==> config.mk <==
export PLATFORM = sky130hd
export DESIGN_NAME = rtc_alarm_time_compute_unit
export DESIGN_NICKNAME = d
export VERILOG_FILES = /design/src/rtl/core/rtcalarm_pkg.sv /design/src/rtl/core/rtc_alarm_time_compute_unit.sv
export SDC_FILE = /design/constraint.sdc
export NUM_CORES = 1
export LEC_CHECK = 0
export BUFFER_PORTS_ARGS = -buffer_cell sky130_fd_sc_hd__clkbuf_2
export CAP_MARGIN = 5
export CORE_ASPECT_RATIO = 1.25
export CORE_UTILIZATION = 50
export DETAILED_ROUTE_END_ITERATION = 10
export PLACE_DENSITY = 0.68
export SLEW_MARGIN = 5
export SYNTH_ARGS = -nofsm -noshare
export SYNTH_HDL_FRONTEND = slang
export SYNTH_SLANG_ARGS = --single-unit
==> constraint.sdc <==
create_clock -name clk -period 9.5 [get_ports clk]
set_input_delay 1.9 -clock clk [delete_from_list [all_inputs] [get_ports clk]]
set_output_delay 1.9 -clock clk [all_outputs]
set_load 0.01 [all_outputs]
==> src/rtl/core/rtcalarm_pkg.sv <==
// Constants and encode/decode helpers for the alarm time calculation unit.
package rtcalarm_pkg;

  // Configuration register indexes.
  localparam logic [1:0] CFG_IDX_BCD = 2'd0;
  localparam logic [1:0] CFG_IDX_H12 = 2'd1;

  // Time constants.
  localparam logic [16:0] MAX_DELAY    = 17'd86399;
  localparam logic [16:0] DAY_SECONDS  = 17'd86400;
  localparam logic [11:0] HOUR_SECONDS = 12'd3600;
  localparam logic [5:0]  MIN_SECONDS  = 6'd60;
  localparam logic [4:0]  NOON_HOUR    = 5'd12;

  // Hour byte fields in twelve-hour form.
  localparam logic [7:0]  PM_BIT    = 8'h80;
  localparam logic [6:0]  HOUR_MASK = 7'h7F;

  // Reciprocal multipliers for the constant divisions.
  // Day: (x >> 7) / 675, hour: (x >> 4) / 225, minute: (x >> 2) / 15.
  localparam logic [6:0]  RECIP_DAY  = 7'd97;
  localparam logic [8:0]  RECIP_HOUR = 9'd291;
  localparam logic [10:0] RECIP_MIN  = 11'd1092;

  // Decodes a time byte: low nibble plus ten times high nibble when BCD.
  function automatic logic [7:0] dec_byte(input logic [7:0] b, input logic bcd);
    logic [7:0] tens;
    tens = 8'({b[7:4], 3'b000}) + 8'({b[7:4], 1'b0});
    if (bcd) begin
      return 8'(b[3:0]) + tens;
    end
    return b;
  endfunction

  // Encodes a value below 64 as a time byte.
  function automatic logic [7:0] enc_byte(input logic [5:0] v, input logic bcd);
    logic [3:0] tens;
    logic [5:0] ones;
    if (v >= 6'd60) begin
      tens = 4'd6;
    end else if (v >= 6'd50) begin
      tens = 4'd5;
    end else if (v >= 6'd40) begin
      tens = 4'd4;
    end else if (v >= 6'd30) begin
      tens = 4'd3;
    end else if (v >= 6'd20) begin
      tens = 4'd2;
    end else if (v >= 6'd10) begin
      tens = 4'd1;
    end else begin
      tens = 4'd0;
    end
    ones = v - 6'({tens, 3'b000}) - 6'({tens, 1'b0});
    if (bcd) begin
      return {tens, ones[3:0]};
    end
    return 8'(v);
  endfunction

endpackage

==> src/rtl/core/rtc_alarm_time_compute_unit.sv <==
// Alarm time calculation unit: current clock time plus a delay, in clock byte format.
//
//  Channel | Handshake            | Payload
//  --------+----------------------+-------------------------------------------------
//  input   | start / busy         | in_now_second, in_now_minute, in_now_hour,
//          |                      | in_delay_seconds
//  result  | out_valid (strobe)   | out_alarm_valid, out_alarm_second,
//          |                      | out_alarm_minute, out_alarm_hour
//  config  | cfg_valid / cfg_ready| cfg_index, cfg_wdata
//
// A request is taken on every cycle in which start is high and busy is low, so one
// request can enter per clock. Its result passes through the five register ranks
// (input, seconds sum, day reduction, hour split, result) and is taken on the
// out_valid strobe. busy is high only during reset and on the cycle right after it.
// The receiver cannot stall the pipeline, and configuration writes are always
// ready. Reset sets BCD encoding and 24-hour mode.
module rtc_alarm_time_compute_unit
  import rtcalarm_pkg::*;
(
  input  logic        clk,
  input  logic        rst_n,
  input  logic        start,
  output logic        busy,
  input  logic [7:0]  in_now_second,
  input  logic [7:0]  in_now_minute,
  input  logic [7:0]  in_now_hour,
  input  logic [16:0] in_delay_seconds,
  output logic        out_valid,
  output logic        out_alarm_valid,
  output logic [7:0]  out_alarm_second,
  output logic [7:0]  out_alarm_minute,
  output logic [7:0]  out_alarm_hour,
  input  logic        cfg_valid,
  output logic        cfg_ready,
  input  logic [1:0]  cfg_index,
  input  logic        cfg_wdata
);

  // Configuration registers.
  logic bcd_r;
  logic h12_r;

  // Control: busy flag and one valid bit per pipeline rank.
  logic busy_r;
  logic v0_r, v1_r, v2_r, v3_r;
  logic out_valid_r;
  logic accept;

  // The zero-delay flag travels with each request.
  logic nz0_r, nz1_r, nz2_r, nz3_r;

  // Rank 0: decoded time fields and saturated delay.
  logic [7:0]  sec0_r, min0_r, hr0_r;
  logic [16:0] dly0_r;
  logic [7:0]  hr0_nxt;
  logic [16:0] dly0_nxt;
  logic [7:0]  hr_dec;
  logic        pm_in;

  // Rank 1: absolute seconds count, before the modulo-day reduction.
  logic [19:0] sum_r, sum_nxt;

  // Rank 2: seconds into the day.
  logic [19:0] day_prod;
  logic [3:0]  day_q;
  logic [19:0] day_rem;
  logic [16:0] alarm_r, alarm_nxt;

  // Rank 3: hour of the day and seconds into that hour.
  logic [20:0] hr_prod;
  logic [4:0]  hr_est;
  logic [16:0] hr_rem;
  logic [4:0]  hour_r, hour_nxt;
  logic [11:0] rem_r, rem_nxt;

  // Rank 4: minute and second split and encoding.
  logic [19:0] min_prod;
  logic [5:0]  min_est;
  logic [11:0] sec_rem;
  logic [5:0]  min_val;
  logic [5:0]  sec_val;
  logic        pm_out;
  logic [4:0]  h12_val;
  logic [7:0]  hour_enc;

  logic       out_alarm_valid_r;
  logic [7:0] out_alarm_second_r, out_alarm_minute_r, out_alarm_hour_r;

  assign accept    = start && !busy_r;
  assign busy      = busy_r;
  assign cfg_ready = 1'b1;

  // Configuration writes; an index outside the register list is ignored.
  always_ff @(posedge clk) begin
    if (!rst_n) begin
      bcd_r <= 1'b1;
      h12_r <= 1'b0;
    end else if (cfg_valid && cfg_ready) begin
      unique case (cfg_index)
        CFG_IDX_BCD: bcd_r <= cfg_wdata;
        CFG_IDX_H12: h12_r <= cfg_wdata;
        default: ;
      endcase
    end
  end

  // Hour decode. In twelve-hour mode bit 7 is the PM flag: PM adds twelve to an
  // hour below noon, and twelve o'clock AM is midnight. Other values pass as they are.
  always_comb begin
    pm_in   = in_now_hour[7];
    hr_dec  = dec_byte({1'b0, in_now_hour[6:0] & HOUR_MASK}, bcd_r);
    hr0_nxt = dec_byte(in_now_hour, bcd_r);
    if (h12_r) begin
      hr0_nxt = hr_dec;
      if (pm_in && (hr_dec < 8'(NOON_HOUR))) begin
        hr0_nxt = hr_dec + 8'(NOON_HOUR);
      end else if (!pm_in && (hr_dec == 8'(NOON_HOUR))) begin
        hr0_nxt = 8'd0;
      end
    end
    dly0_nxt = (in_delay_seconds > MAX_DELAY) ? MAX_DELAY : in_delay_seconds;
  end

  // The weighted sum fits in 20 bits even for out-of-range fields.
  assign sum_nxt = 20'(hr0_r) * 20'(HOUR_SECONDS) + 20'(min0_r) * 20'(MIN_SECONDS)
                 + 20'(sec0_r) + 20'(dly0_r);

  // Modulo one day. The quotient estimate is exact or one short, so a single
  // conditional subtract finishes the reduction.
  always_comb begin
    day_prod  = 20'(sum_r[19:7]) * 20'(RECIP_DAY);
    day_q     = day_prod[19:16];
    day_rem   = sum_r - 20'(day_q) * 20'(DAY_SECONDS);
    alarm_nxt = (day_rem >= 20'(DAY_SECONDS)) ? 17'(day_rem - 20'(DAY_SECONDS))
                                              : day_rem[16:0];
  end

  // Hour split with the same estimate-and-correct scheme.
  always_comb begin
    hr_prod  = 21'(alarm_r[16:4]) * 21'(RECIP_HOUR);
    hr_est   = hr_prod[20:16];
    hr_rem   = alarm_r - 17'(hr_est) * 17'(HOUR_SECONDS);
    hour_nxt = hr_est;
    rem_nxt  = hr_rem[11:0];
    if (hr_rem >= 17'(HOUR_SECONDS)) begin
      hour_nxt = hr_est + 5'd1;
      rem_nxt  = 12'(hr_rem - 17'(HOUR_SECONDS));
    end
  end

  // Minute and second split, then encoding of all three bytes.
  always_comb begin
    min_prod = 20'(rem_r[11:2]) * 20'(RECIP_MIN);
    min_est  = min_prod[19:14];
    sec_rem  = rem_r - 12'(min_est) * 12'(MIN_SECONDS);
    min_val  = min_est;
    sec_val  = sec_rem[5:0];
    if (sec_rem >= 12'(MIN_SECONDS)) begin
      min_val = min_est + 6'd1;
      sec_val = 6'(sec_rem - 12'(MIN_SECONDS));
    end
    // Twelve-hour encode: midnight and noon both read as twelve.
    pm_out  = hour_r >= NOON_HOUR;
    h12_val = pm_out ? (hour_r - NOON_HOUR) : hour_r;
    if (h12_val == 5'd0) begin
      h12_val = NOON_HOUR;
    end
    if (h12_r) begin
      hour_enc = enc_byte(6'(h12_val), bcd_r) | (pm_out ? PM_BIT : 8'h00);
    end else begin
      hour_enc = enc_byte(6'(hour_r), bcd_r);
    end
  end

  // Control registers.
  always_ff @(posedge clk) begin
    if (!rst_n) begin
      busy_r      <= 1'b1;
      v0_r        <= 1'b0;
      v1_r        <= 1'b0;
      v2_r        <= 1'b0;
      v3_r        <= 1'b0;
      out_valid_r <= 1'b0;
    end else begin
      busy_r      <= 1'b0;
      v0_r        <= accept;
      v1_r        <= v0_r;
      v2_r        <= v1_r;
      v3_r        <= v2_r;
      out_valid_r <= v3_r;
    end
  end

  // Datapath registers; they load every cycle and the valid bits say which ranks count.
  always_ff @(posedge clk) begin
    sec0_r  <= dec_byte(in_now_second, bcd_r);
    min0_r  <= dec_byte(in_now_minute, bcd_r);
    hr0_r   <= hr0_nxt;
    dly0_r  <= dly0_nxt;
    nz0_r   <= in_delay_seconds != 17'd0;
    sum_r   <= sum_nxt;
    nz1_r   <= nz0_r;
    alarm_r <= alarm_nxt;
    nz2_r   <= nz1_r;
    hour_r  <= hour_nxt;
    rem_r   <= rem_nxt;
    nz3_r   <= nz2_r;
    // A zero delay gives a result with no alarm and all time bytes cleared.
    out_alarm_valid_r  <= nz3_r;
    out_alarm_second_r <= nz3_r ? enc_byte(sec_val, bcd_r) : 8'h00;
    out_alarm_minute_r <= nz3_r ? enc_byte(min_val, bcd_r) : 8'h00;
    out_alarm_hour_r   <= nz3_r ? hour_enc : 8'h00;
  end

  assign out_valid        = out_valid_r;
  assign out_alarm_valid  = out_alarm_valid_r;
  assign out_alarm_second = out_alarm_second_r;
  assign out_alarm_minute = out_alarm_minute_r;
  assign out_alarm_hour   = out_alarm_hour_r;

`ifndef ASSERT_OFF
  a_latency: assert property (@(posedge clk) disable iff (!rst_n)
    (start && !busy) |-> ##5 out_valid)
    else $error("accepted request produced no result five edges later");

  a_no_spurious: assert property (@(posedge clk) disable iff (!rst_n)
    out_valid |-> $past(start && !busy, 5))
    else $error("result without a matching request");

  a_day_range: assert property (@(posedge clk) disable iff (!rst_n)
    v2_r |-> alarm_r < DAY_SECONDS)
    else $error("day reduction out of range");

  a_hour_range: assert property (@(posedge clk) disable iff (!rst_n)
    v3_r |-> (hour_r < 5'd24) && (rem_r < HOUR_SECONDS))
    else $error("hour split out of range");

  a_zero_delay: assert property (@(posedge clk) disable iff (!rst_n)
    (out_valid && !out_alarm_valid) |->
      (out_alarm_second == 8'h00) && (out_alarm_minute == 8'h00) &&
      (out_alarm_hour == 8'h00))
    else $error("no-alarm result carries time bytes");
`endif

endmodule

# Word level (Yosys, flattened, before mapping)
# Cells that the tools add are included.
dict set report totals {
  regBits 132
  input_bits 48
  output_inout_bits 28
  elab_cells 166
}
dict set report classes {
  add_sub_neg 29
  n_mul 8
  n_lt_le_gt_ge 30
  eq_ne 2
  mux 59
  bitwise 1
  n_reduce_logical 11
}
# operator count
set ops {}
lappend ops {{two-way mux 8 bit} 20}
lappend ops {{>= comparator 5 x 6 -> 1 bit, second input constant} 6}
lappend ops {{>= comparator 6 bit, second input constant} 6}
lappend ops {{two-way mux 3 bit} 12}
lappend ops {{subtractor 4 bit} 8}
lappend ops {{adder 4 x 8 -> 8 bit} 3}
lappend ops {{adder 7 x 5 -> 8 bit} 3}
lappend ops {{>= comparator 6 x 5 -> 1 bit, second input constant} 4}
lappend ops {{two-way mux 6 bit} 4}
lappend ops {{multiplier 13 x 9 -> 21 bit, second input constant} 1}
lappend ops {{adder 20 x 14 -> 20 bit} 1}
lappend ops {{adder 20 x 17 -> 20 bit} 1}
lappend ops {{adder 20 x 8 -> 20 bit} 1}
lappend ops {{>= comparator 20 x 17 -> 1 bit, second input constant} 1}
lappend ops {{>= comparator 5 bit, second input constant} 4}
lappend ops {{multiplier 13 x 7 -> 20 bit, second input constant} 1}
lappend ops {{subtractor 20 bit} 1}
lappend ops {{multiplier 10 x 9 -> 18 bit, second input constant} 1}
lappend ops {{>= comparator 17 x 12 -> 1 bit, second input constant} 1}
lappend ops {{greater-than comparator 17 bit, second input constant} 1}
lappend ops {{two-way mux 17 bit} 1}
lappend ops {{nonzero test 17 bit} 1}
lappend ops {{subtractor 17 bit} 1}
lappend ops {{subtractor 17 bit, second input constant} 1}
lappend ops {{31 further kinds} 56}

# Logic depth before layout (Yosys ltp)
# Gate-level depths: netlist (run 1).
dict set report logic_depth {
  word_depth 19
  depth_mapped 41
}

# Least setup slack after synthesis (run 1)
# OpenSTA, ideal clock, no wires.
dict set report synth_path {
  path_kind {flip-flop to flip-flop}
  startpoint {reg rem_r[7]}
  endpoint {reg out_alarm_minute_r[3] (netlist: out_alarm_minute[3])}
  setup_time_ns 0.064
  arrival_ns 9.181
  t_required_ns 9.436
  path_slack_ns 0.255
  path_stages_with_launch 39
  path_buffers 3
  period_less_slack_ns 9.245
  path_cell_list {dfxtp_1 -> ha_1 -> fa_1 -> ha_1 -> ha_1 -> a21o_1 -> a2111oi_0 -> a211oi_1 -> nor2_1 -> xnor2_1 -> clkinv_1 -> buf_1 -> fa_1 -> inv_1 -> fa_1 -> inv_1 -> ha_1 -> o21ai_0 -> (+3 left out) -> xor2_1 -> ha_1 -> and4_1 -> a221oi_1 -> o21ai_0 -> or3_1 -> and3_1 -> buf_6 -> nor3_2 -> buf_2 -> o21ai_0 -> nand2_1 -> o32ai_1 -> a32o_1 -> ha_1 -> or4_1 -> a211o_1 -> nand4_1}
}
dict set report synth_between {
  elab_chain_cells 16
  word_cells_on_any_way 22
  cone_classes {add/sub (4); mul (2); order compare (7); mux (9)}
}
# element line_no
set synth_lines {}
lappend synth_lines {{start: declaration} rtc_alarm_time_compute_unit.sv:74} ;# logic [11:0] rem_r, rem_nxt;
lappend synth_lines {{start signal: assignment} rtc_alarm_time_compute_unit.sv:206} ;# rem_r <= rem_nxt;
lappend synth_lines {{multiplier 10 x 9 -> 18 bit} rtc_alarm_time_compute_unit.sv:153} ;# min_prod = 20'(rem_r[11:2]) * 20'(RECIP_MIN);
lappend synth_lines {{multiplier 6 x 4 -> 10 bit} rtc_alarm_time_compute_unit.sv:155} ;# sec_rem = rem_r - 12'(min_est) * 12'(MIN_SECONDS);
lappend synth_lines {{subtractor 12 bit} rtc_alarm_time_compute_unit.sv:155}
lappend synth_lines {{>= comparator 12 x 6 -> 1 bit} rtc_alarm_time_compute_unit.sv:158} ;# if (sec_rem >= 12'(MIN_SECONDS)) begin
lappend synth_lines {{two-way mux 6 bit *} rtc_alarm_time_compute_unit.sv:158}
lappend synth_lines {{>= comparator 6 x 4 -> 1 bit} rtcalarm_pkg.sv:49} ;# end else if (v >= 6'd10) begin
lappend synth_lines {{two-way mux 1 bit} rtcalarm_pkg.sv:49}
lappend synth_lines {{two-way mux 2 bit} rtcalarm_pkg.sv:47} ;# end else if (v >= 6'd20) begin
lappend synth_lines {{two-way mux 2 bit} rtcalarm_pkg.sv:45} ;# end else if (v >= 6'd30) begin
lappend synth_lines {{two-way mux 3 bit} rtcalarm_pkg.sv:43} ;# end else if (v >= 6'd40) begin
lappend synth_lines {{two-way mux 3 bit} rtcalarm_pkg.sv:41} ;# end else if (v >= 6'd50) begin
lappend synth_lines {{two-way mux 3 bit} rtcalarm_pkg.sv:39} ;# if (v >= 6'd60) begin
lappend synth_lines {{subtractor 4 bit (2 in a row)} rtcalarm_pkg.sv:54} ;# ones = v - 6'({tens, 3'b000}) - 6'({tens, 1'b0});
lappend synth_lines {{two-way mux 8 bit} rtcalarm_pkg.sv:55} ;# if (bcd) begin
lappend synth_lines {{two-way mux 6 bit *} rtcalarm_pkg.sv:58} ;# return 8'(v);
lappend synth_lines {{end signal: assignment} rtc_alarm_time_compute_unit.sv:211} ;# out_alarm_minute_r <= nz3_r ? enc_byte(min_val, bcd_r) : 8'h00;
lappend synth_lines {{end: declaration} rtc_alarm_time_compute_unit.sv:87} ;# logic [7:0] out_alarm_second_r, out_alarm_minute_r, out_alarm_hour_r;
# Every way passes the cells marked *; elsewhere a longest branch is shown, timed or not. The select of a mux whose other input is x is not followed.
# A chain may end at the register's enable or synchronous reset.

# Final worst setup path (run 1)
# Ends and elaborated chain as after synthesis.

==> summary.md, run 1 <==
| Metric | Value |
|---|---|
| Root Driver | clkbuf_16 |
| CP Launch Type | flop |
| ANT cells | 0 |
| Post-route setup TNS | 0 ns |
| Final wirelength | 29,700 um |
| Fin crit share | between 90% and 100% |
| Remaining global-route overflow | 0 |
| Max FO, Critical Path | 14 |
| Status | finished, final reports clean |
| Slew HR | 41.5% |
| Initial DRC count | between 300 and 400 |
| Via-to-Cell Ratio | 5.48 |
| Post-Synthesis Cell Area | 0.0146 mm2 |
| RSZ-0062 raised after global routing | false |
| Global-route wire length before repair | between 40,000 and 50,000 um |
| Final setup viols | 0 |
| Die W | around 150 um |
| DRC | 0 |
| Main combinational cell family by area after synthesis | adder cells |
| Top post-synthesis cells by count | ha_1 (359), inv_1 (187), dfxtp_1 (129) |
| Max stage delay cell, worst path | fa_1 |
| Initial core utilization | between 50% and 60% |
| Fin util | 56.3% |
| XOR/XNOR Fraction of Synth Area | 8.80% |
| I/O pin total | 76 |
| Syn_area_per_cell | 9.36 um2 |
| Worst-margin pin slew | 0.855 ns |
| Max Clk Rate | around 110 MHz |
| First-pass detailed-route iteration total | 6 |
| Global-route usage over all layers | 20.8% |
| Hold Vio Cnt, Final | 0 |
| Number of synthesis warnings | 0 |
| Number of distinct library cells after synthesis | a little under 80 |
| Latest clock arrival within the worst-skew pair | ~0.43 ns |
| Final nets | 2,122 |
| Seq/Total Area, Yosys | 17.7% |
| Post-DP HPWL | approximately 25,000 um |
| Std-Cell Rows | 69 |
| Max-Cap Viols | 0 |
| Chip height | 193 um |
| Initial antenna violation count | 0 |
| Flop and latch count out of synthesis | 129 |
| Dominant synthesized flop cell | dfxtp_1 |
| Ranking of synthesized cells by area | ha_1 (31%), dfxtp_1 (18%), fa_1 (10%) |
| Routed via count | 11,000 |
| Pre-CTS setup slack | roughly 0.2 ns |
| Vias in the first global route | between 10,000 and 15,000 |
| Crit-path most repeated cell | ha_1 |
| Max Slew Vio Count | 0 |
| Final Critical Period | 8.99 ns |
| Cells after synthesis | 1,555 |
| # port buffers | 71 |
| Per-cell routed wire length | 14.8 um |
| Post-synth EDFFs | 0 |
| TritonCTS clock tree | done |
| ANT nets after route | 0 |
| H-tree depth | 4 |
| Placer congestion estimate | 0.900 |
| Full die area | 0.0298 mm2 |
| Clock Sinks | 129 |
| Final setup margin | a little over 0.5 ns |
| CP required | 9.87 ns |
| Top-area cell type share of the netlist area | just over 30% |
| Number of CTS-inserted buffers | 17 |
| Crit Path Class | reg2reg |
| Crit path capture type | flop |
| Cell taking the most area after synthesis | ha_1 |
| Top-count cell post-synth | ha_1 |
| Layout cell share with drive strength beyond 1 | 9.43% |
| Synth Area in Simple Gates | roughly 11% |
| Clock-pin slew on the worst setup and hold paths | 0.07 ns |
| Core box area | 0.0285 mm2 |
| Worst Hold Class | reg2reg |
| P&R area growth vs syn | 10.3% |
| Clk_skew | between 0.01 and 0.015 ns |
| Async set-reset flop share out of synthesis | 0% |
| WP data arrival | 9.36 ns |
| Largest net degree at the start of global routing | 50 |
| Bufs on Longest Clock Path | 2 |
| # fillers | between 2,000 and 3,000 |
| CP max stage delay | 0.54 ns |
| Post-Synth Adder-Cell Area | 41.3% |
| Multiplexer share of the synthesized area | 2.10% |
| Post-synthesis compound-gate area fraction | 13.5% |
==> path summary, 6_finish.rpt <==
kind,start,end,slack [ns],depth (start not counted)
worst max-delay path,rem_r[7]$_DFF_P_,out_alarm_minute[3]$_SDFF_PN0_,0.51,36
worst min-delay path,nz2_r$_DFF_P_,nz3_r$_DFF_P_,0.33,0
worst max register to register,rem_r[7]$_DFF_P_,out_alarm_minute[3]$_SDFF_PN0_,0.51,36
worst min register to register,nz2_r$_DFF_P_,nz3_r$_DFF_P_,0.33,0
==> logic make-up (layout without fill, tap and decap cells) <==
kind of cell	after synthesis	count (layout)
fa+ha+maj	436	436
compound gates	296	296
mux	26	26
xor+xnor	143	143
flops	129	129
simple gates	308	308
buf+inv	215	312
other cells	2	4
==> area by class of cell <==
| class | count | area [um2] | area share [%] |
|---|---|---|---|
| timing repair buffer | 91 | 522 | 3.25 |
| tap | 355 | 444 | 2.77 |
| clock buffer | 19 | 443 | 2.76 |
| multi-input combinational | 1213 | 11200 | 69.8 |
| inverter | 189 | 709 | 4.42 |
| clock inverter | 13 | 150 | 0.936 |
| sequential | 129 | 2580 | 16.1 |
==> state kept, by name, summed over array words and instances (netlist names), 5 cells and up <==
register,cells
dly0_r,17
out_alarm_second,7
sum_r,20
hr0_r,8
rem_r,12
out_alarm_hour,7
sec0_r,8
alarm_r,17
out_alarm_minute,7
min0_r,8
hour_r,5
==> cell usage in the layout (no fill, tap or decap), types with 7 or more instances in the layout <==
cell type	netlist	final
a211oi_1	18	18
a21boi_0	7	7
a21o_1	32	32
a21oi_1	82	82
a31oi_1	9	9
and2_1	18	18
and3_1	9	8
buf_4	4	18
clkbuf_16	0	17
clkbuf_2	0	71
dfxtp_1	129	128
fa_1	74	74
ha_1	359	359
inv_1	187	187
mux2_2	12	12
mux2i_1	10	10
nand2_1	69	69
nand2b_1	21	21
nand3_1	26	26
nand4_1	11	11
nor2_1	69	69
nor2b_1	21	21
nor3_1	22	22
nor3b_1	9	9
nor4_1	9	9
o211ai_1	7	7
o21a_1	11	11
o21ai_0	53	47
o21bai_1	15	15
xnor2_1	95	95
xor2_1	46	46
==> per-layer routing <==
metal / GRT usage, % / routed length, um / share of wire, %
met3: 2.81 / 602 / 2.0
met1: 22.2 / 12400 / 42
met2: 40.9 / 16000 / 54
met5: 0 / 0 / 0
met4: 7.88 / 669 / 2.3
==> critical path: cells and delay by family, from the launching register on <==
kind,cells,cell delay [ns]
adders and majority gates,9,3.21
AOI/OAI and AO/OA,12,2.47
and+or+nand+nor,9,2.15
buffers and inverters,4,0.43
DFF,1,0.34
xor gates and xnor gates,2,0.34
==> per-stage QoR <==
step	hold slack, ns	instance area, um2	std cells
2_1_floorplan	0.310	14600	1557
3_3_place_gp	0.312	15400	1976
3_5_place_dp	0.312	15400	1976
4_1_cts	0.328	16000	2008
5_1_grt	0.326	16000	2009
6_report	0.326	16000	2009
==> what timing repair did <==
action	in CTS	in global routing
gates resized for setup	0	17
hold buffers	0	0
setup buffers	0	1
hold endpoints to repair	0	0
endpoints found under the setup margin	0	8
Power of run 1 is not shown: default switching activity piles up to over one toggle a cycle in this logic, so the estimate is an artifact.
==> inputs of run 2 (changes only) <==
- CAP_MARGIN: 5 -> unset
- PLACE_DENSITY: 0.68 -> 0.65
- clock period: 9.5 -> 10.1 ns (I/O delays scaled with it)
==> run 2 against run 1 <==
Via count shrank 0.30%. Final cell count fell by 0.45%. Core utilization is 0.35 points lower. Global-route usage is 0.11 points higher. Register-to-register slack improved by 0.13 ns.
==> summary.md, run 2 (same netlist as run 1, synthesis figures left out) <==
| Metric | Value |
|---|---|
| Status | finished, final reports clean |
| Clock Sinks | 129 (unchanged) |
| First-pass detailed-route iteration total | 5 (-1) |
| Chip height | 193 um (unchanged) |
| Routed via count | 11,000 (-0.30%) |
| Initial DRC count | 460 (+23%) |
| Latest clock arrival within the worst-skew pair | 0.43 ns (about the same) |
| I/O pin total | 76 (unchanged) |
| Std-Cell Rows | 69 (unchanged) |
| CP required | 10.47 ns (+0.60 ns) |
| DRC | 0 (unchanged) |
| Biggest register | sum_r |
| Worst-margin pin slew | 1.10 ns (+0.240 ns) |
| Layout cell share with drive strength beyond 1 | 8.94% (-0.50 points) |
| Worst Hold Class | reg2reg |
| Number of CTS-inserted buffers | 17 (unchanged) |
| Max FO, Critical Path | 14 (unchanged) |
| # fillers | 2,569 (+0.51%) |
| Bufs on Longest Clock Path | 2 (unchanged) |
| Vias in the first global route | 11,100 (-0.97%) |
| Remaining global-route overflow | 0 (unchanged) |
| Global-route wire length before repair | 50,100 um (+0.87%) |
| Core box area | 0.0285 mm2 (unchanged) |
| Full die area | 0.0298 mm2 (unchanged) |
| Clk_skew | 0.0107 ns (-0.00214 ns) |
| Most common cell after layout, fill and taps aside | ha_1 |
| Crit Path Class | reg2reg |
| ANT nets after route | 0 (unchanged) |
| Max FFs per register | 20 (unchanged) |
| Initial antenna violation count | 0 (unchanged) |
| Max-Cap Viols | 0 (unchanged) |
| Worst Hold Depth | 0 (unchanged) |
| R2R cell count | 36 (unchanged) |
| ANT cells | 0 (unchanged) |
| CP max stage delay | 0.51 ns (-0.03 ns) |
| TritonCTS clock tree | done |
| Fin crit share | 93.6% (-0.95 points) |
| Most frequent cells in the layout | ha_1 (359), inv_1 (187), dfxtp_1 (128) |
| Final wirelength | 29,300 um (-1.2%) |
| Max stage delay cell, worst path | or4_1 |
| # port buffers | 71 (unchanged) |
| Max Slew Vio Count | 0 (unchanged) |
| Placer congestion estimate | 0.873 (-3.0%) |
| Largest regs | sum_r: 20 flops, alarm_r: 17 flops, dly0_r: 17 flops |
| P&R area growth vs syn | 9.59% |
| Slew HR | 26.4% (-15 points) |
| Via-to-Cell Ratio | 5.49 (+0.15%) |
| Crit path capture type | flop |
| Root Driver | clkbuf_16 |
| Pre-CTS setup slack | 0.318 ns (+0.123 ns) |
| Initial core utilization | 51.1% (unchanged) |
| Global-route usage over all layers | 20.9% (+0.11 points) |
| Max Clk Rate | 106 MHz (-5.0%) |
| Final setup margin | 0.642 ns (+0.129 ns) |
| Crit-path most repeated cell | ha_1 |
| Largest net degree at the start of global routing | 51 (+2.0%) |
| Clock-pin slew on the worst setup and hold paths | 0.06 ns (about the same) |
| Per-cell routed wire length | 14.7 um (-0.80%) |
| Post-DP HPWL | 24,700 um (-0.75%) |
| Final setup viols | 0 (unchanged) |
| WP data arrival | 9.83 ns (+0.47 ns) |
| Post-CTS Hold Buffers | 0 (unchanged) |
| H-tree depth | 4 (unchanged) |
| Hold Vio Cnt, Final | 0 (unchanged) |
| CP Launch Type | flop |
| Final nets | 2,113 (-0.42%) |
| Hold WS | 0.325 ns (-0.00106 ns) |
| Die W | 155 um (unchanged) |
| Final Critical Period | 9.46 ns (+0.471 ns) |
[run 2: through the flow]
stage	setup TNS [ns]	util (%)	instance area (um2)	std cells
floorplan	0	-	14600	1557
global placement	0	53.8	15300	1967
detailed placement	0	53.8	15300	1967
CTS	0	55.8	15900	1999
global route	-0.00827	56.0	15900	2000
finish	0	56.0	15900	2000
[run 2: per-layer routing]
metal | global-route usage (%) | wire length (um) | up-vias
met1 | 22.9 | 12200 | 5181
met5 | 0 | 0 | -
met3 | 2.67 | 697 | 41
met4 | 6.82 | 636 | 0
met2 | 41.0 | 15800 | 159
li1 | - | - | 5596
[run 2: path summary, 6_finish.rpt]
kind | from | end | slack, ns
setup reg to reg | rem_r[7]$_DFF_P_ | out_alarm_minute[3]$_SDFF_PN0_ | 0.64
hold reg to reg | sum_r[4]$_DFF_P_ | alarm_r[4]$_DFF_P_ | 0.33
hold / removal | sum_r[4]$_DFF_P_ | alarm_r[4]$_DFF_P_ | 0.33
setup / recovery | rem_r[7]$_DFF_P_ | out_alarm_minute[3]$_SDFF_PN0_ | 0.64
[run 2: cell type report]
cell class	count	area (um2)	area share, %
multi-input cells	1213	11200	70.1
flip-flops and latches	129	2580	16.2
inverters	189	709	4.45
repair buffers	82	450	2.82
well taps	355	444	2.79
clock buffers	18	429	2.69
clock inverters	14	154	0.965
[run 2: critical path, delay by kind of cell, from the launching register on]
family | cells | cell delay (ns)
AO/OA/AOI/OAI | 13 | 3.01
adder cells (fa/ha/maj) | 9 | 3.00
AND/OR/NAND/NOR | 9 | 2.11
XOR/XNOR | 2 | 0.61
flip-flops | 1 | 0.34
buffers and inverters | 3 | 0.33
[run 2: what timing repair did]
action                                  4_1_cts  5_1_grt
buffers inserted                              0        1
endpoints found under the setup margin        0        6
gates resized for setup                       0        9
Power of run 2 is left out for the same reason.
==> inputs of run 3 (changes only) <==
- CORE_UTILIZATION: 50 -> 64
- PLACE_DENSITY: 0.65 -> 0.81
==> run 3 against run 2 <==
Critical path depth increased by 1. Clock skew increased by 0.0025 ns. Sequential share of layout area increased by 0.12 points. Setup slack got worse by 0.025 ns.
==> summary.md, run 3 (same netlist as run 1, synthesis figures left out) <==
| Metric | Value |
|---|---|
| CP required | 10.47 ns (about the same) |
| Largest net degree at the start of global routing | 50 (-2.0%) |
| CP max stage delay | 0.51 ns (about the same) |
| Std-Cell Rows | 61 (-12%) |
| DRC | 0 (unchanged) |
| Hold path start | sum_r[2]$_DFF_P_ |
| Per-cell routed wire length | 16.0 um (+8.9%) |
| Clock-pin slew on the worst setup and hold paths | 0.06 ns (about the same) |
| Initial antenna violation count | 0 (unchanged) |
| ANT nets after route | 0 (unchanged) |
| Final nets | 2,114 (+0.047%) |
| Final wirelength | 30,800 um (+5.0%) |
| Status | finished, final reports clean |
| P&R area growth vs syn | 8.81% |
| Layout cell share with drive strength beyond 1 | 8.99% (+0.055 points) |
| Max Slew Vio Count | 0 (unchanged) |
| Max stage delay cell, worst path | fa_1 |
| Max FFs per register | 20 (unchanged) |
| CP Launch Type | flop |
| Post-DP HPWL | 25,100 um (+1.8%) |
| WP data arrival | 9.85 ns (+0.02 ns) |
| Hold WS | 0.321 ns (-0.00486 ns) |
| Clock Sinks | 129 (unchanged) |
| Global-route wire length before repair | 51,500 um (+2.8%) |
| R2R cell count | 37 (+2.8%) |
| Register Area | 0.00258 mm2 (unchanged) |
| Bufs on Longest Clock Path | 2 (unchanged) |
| Vias in the first global route | 11,900 (+7.3%) |
| # port buffers | 71 (unchanged) |
| ANT cells | 0 (unchanged) |
| Placer congestion estimate | 0.940 (+7.6%) |
| Most frequent cells in the layout | ha_1 (359), inv_1 (187), dfxtp_1 (128) |
| Largest regs | sum_r: 20 flops, alarm_r: 17 flops, dly0_r: 17 flops |
| Fin crit share | 93.9% (+0.25 points) |
| Worst-margin pin slew | 1.04 ns (-0.0551 ns) |
| Global-route usage over all layers | 27.7% (+6.8 points) |
| Bufs and invs on worst path | 4 (+1) |
| R2R Path Start | rem_r[7]$_DFF_P_ |
| Core box area | 0.0223 mm2 (-22%) |
| Remaining global-route overflow | 0 (unchanged) |
| Cell family with most CP delay | compound AO/OA/AOI/OAI gates |
| Max FO, Critical Path | 19 (+5) |
| Worst Hold Class | reg2reg |
| Clk_skew | 0.0132 ns (+0.00249 ns) |
| Crit path capture type | flop |
| I/O pin total | 76 (unchanged) |
| H-tree depth | 4 (unchanged) |
| Full die area | 0.0233 mm2 (-22%) |
| Post-route setup TNS | 0 ns (unchanged) |
| Crit-path most repeated cell | ha_1 |
| Via-to-Cell Ratio | 5.88 (+7.2%) |
| R2r setup slk | 0.62 ns (-0.03 ns) |
| Most common cell after layout, fill and taps aside | ha_1 |
| Worst Hold Depth | 0 (unchanged) |
| Multi-input gate area | 0.0112 mm2 (about the same) |
| Initial DRC count | 598 (+30%) |
| Final Critical Period | 9.48 ns (+0.0252 ns) |
| Latest clock arrival within the worst-skew pair | 0.43 ns (about the same) |
| Root Driver | clkbuf_16 |
| TritonCTS clock tree | done |
| # fillers | 1,633 (-36%) |
| Initial core utilization | 65.3% (+14 points) |
| Reg-to-Reg End | out_alarm_minute[3]$_SDFF_PN0_ |
| Biggest register | sum_r |
| Worst Hold End | alarm_r[2]$_DFF_P_ |
| Number of CTS-inserted buffers | 17 (unchanged) |
| Routed via count | 11,300 (+3.4%) |
| Max Clk Rate | 105 MHz (-0.27%) |
| Hold Vio Cnt, Final | 0 (unchanged) |
| Fin util | 71.1% (+15 points) |
| Crit Path Class | reg2reg |
| Chip height | 171 um (-11%) |
| Slew HR | 30.1% (+3.7 points) |
| Max-Cap Viols | 0 (unchanged) |
| Final setup viols | 0 (unchanged) |
| First-pass detailed-route iteration total | 4 (-1) |
| Die W | 137 um (-11%) |
[run 3: how the worst max path moves through the flow]
stage | slack [ns] | startpoint | to | cells after the start
after floorplan | 0.85 | rem_r[7]$_DFF_P_ | out_alarm_minute[3]$_SDFF_PN0_ | 38
after global placement | 0.31 | rem_r[7]$_DFF_P_ | out_alarm_minute[3]$_SDFF_PN0_ | 34
after global routing | -0.02 | rem_r[7]$_DFF_P_ | out_alarm_minute[3]$_SDFF_PN0_ | 36
after detailed placement | 0.09 | rem_r[7]$_DFF_P_ | out_alarm_minute[3]$_SDFF_PN0_ | 36
after CTS | 0.05 | rem_r[7]$_DFF_P_ | out_alarm_minute[3]$_SDFF_PN0_ | 36
final | 0.62 | rem_r[7]$_DFF_P_ | out_alarm_minute[3]$_SDFF_PN0_ | 37
[run 3: metrics by stage]
stage               area [um2]  std cells  setup WS (ns)
finish                   15800       1929          0.617
global route             15800       1929        -0.0234
CTS                      15800       1925         0.0480
detailed placement       15200       1893         0.0855
global placement         15200       1893          0.311
floorplan                14600       1557          0.855
[run 3: layer usage]
layer	vias to the layer above	track usage, %	wire [um]
met1	5407	29.1	11900
met4	0	14.8	1260
li1	5594	-	-
met3	103	3.94	855
met5	-	0	0
met2	245	52.5	16800
[run 3: what timing repair did]
action	in CTS	in global routing
gates resized for setup	0	7
setup buffers	0	4
hold buffers	0	0
setup endpoints to repair	0	8
endpoints found under the hold margin	0	0
[run 3: cell type report]
cell class,count,area share [%]
Clock buffer,18,2.71
Clock inverter,14,0.845
Inverter,189,4.48
Timing Repair Buffer,83,2.81
Sequential cell,129,16.3
Multi-Input combinational cell,1213,70.6
Tap cell,283,2.24
Power of run 3 is left out for the same reason.
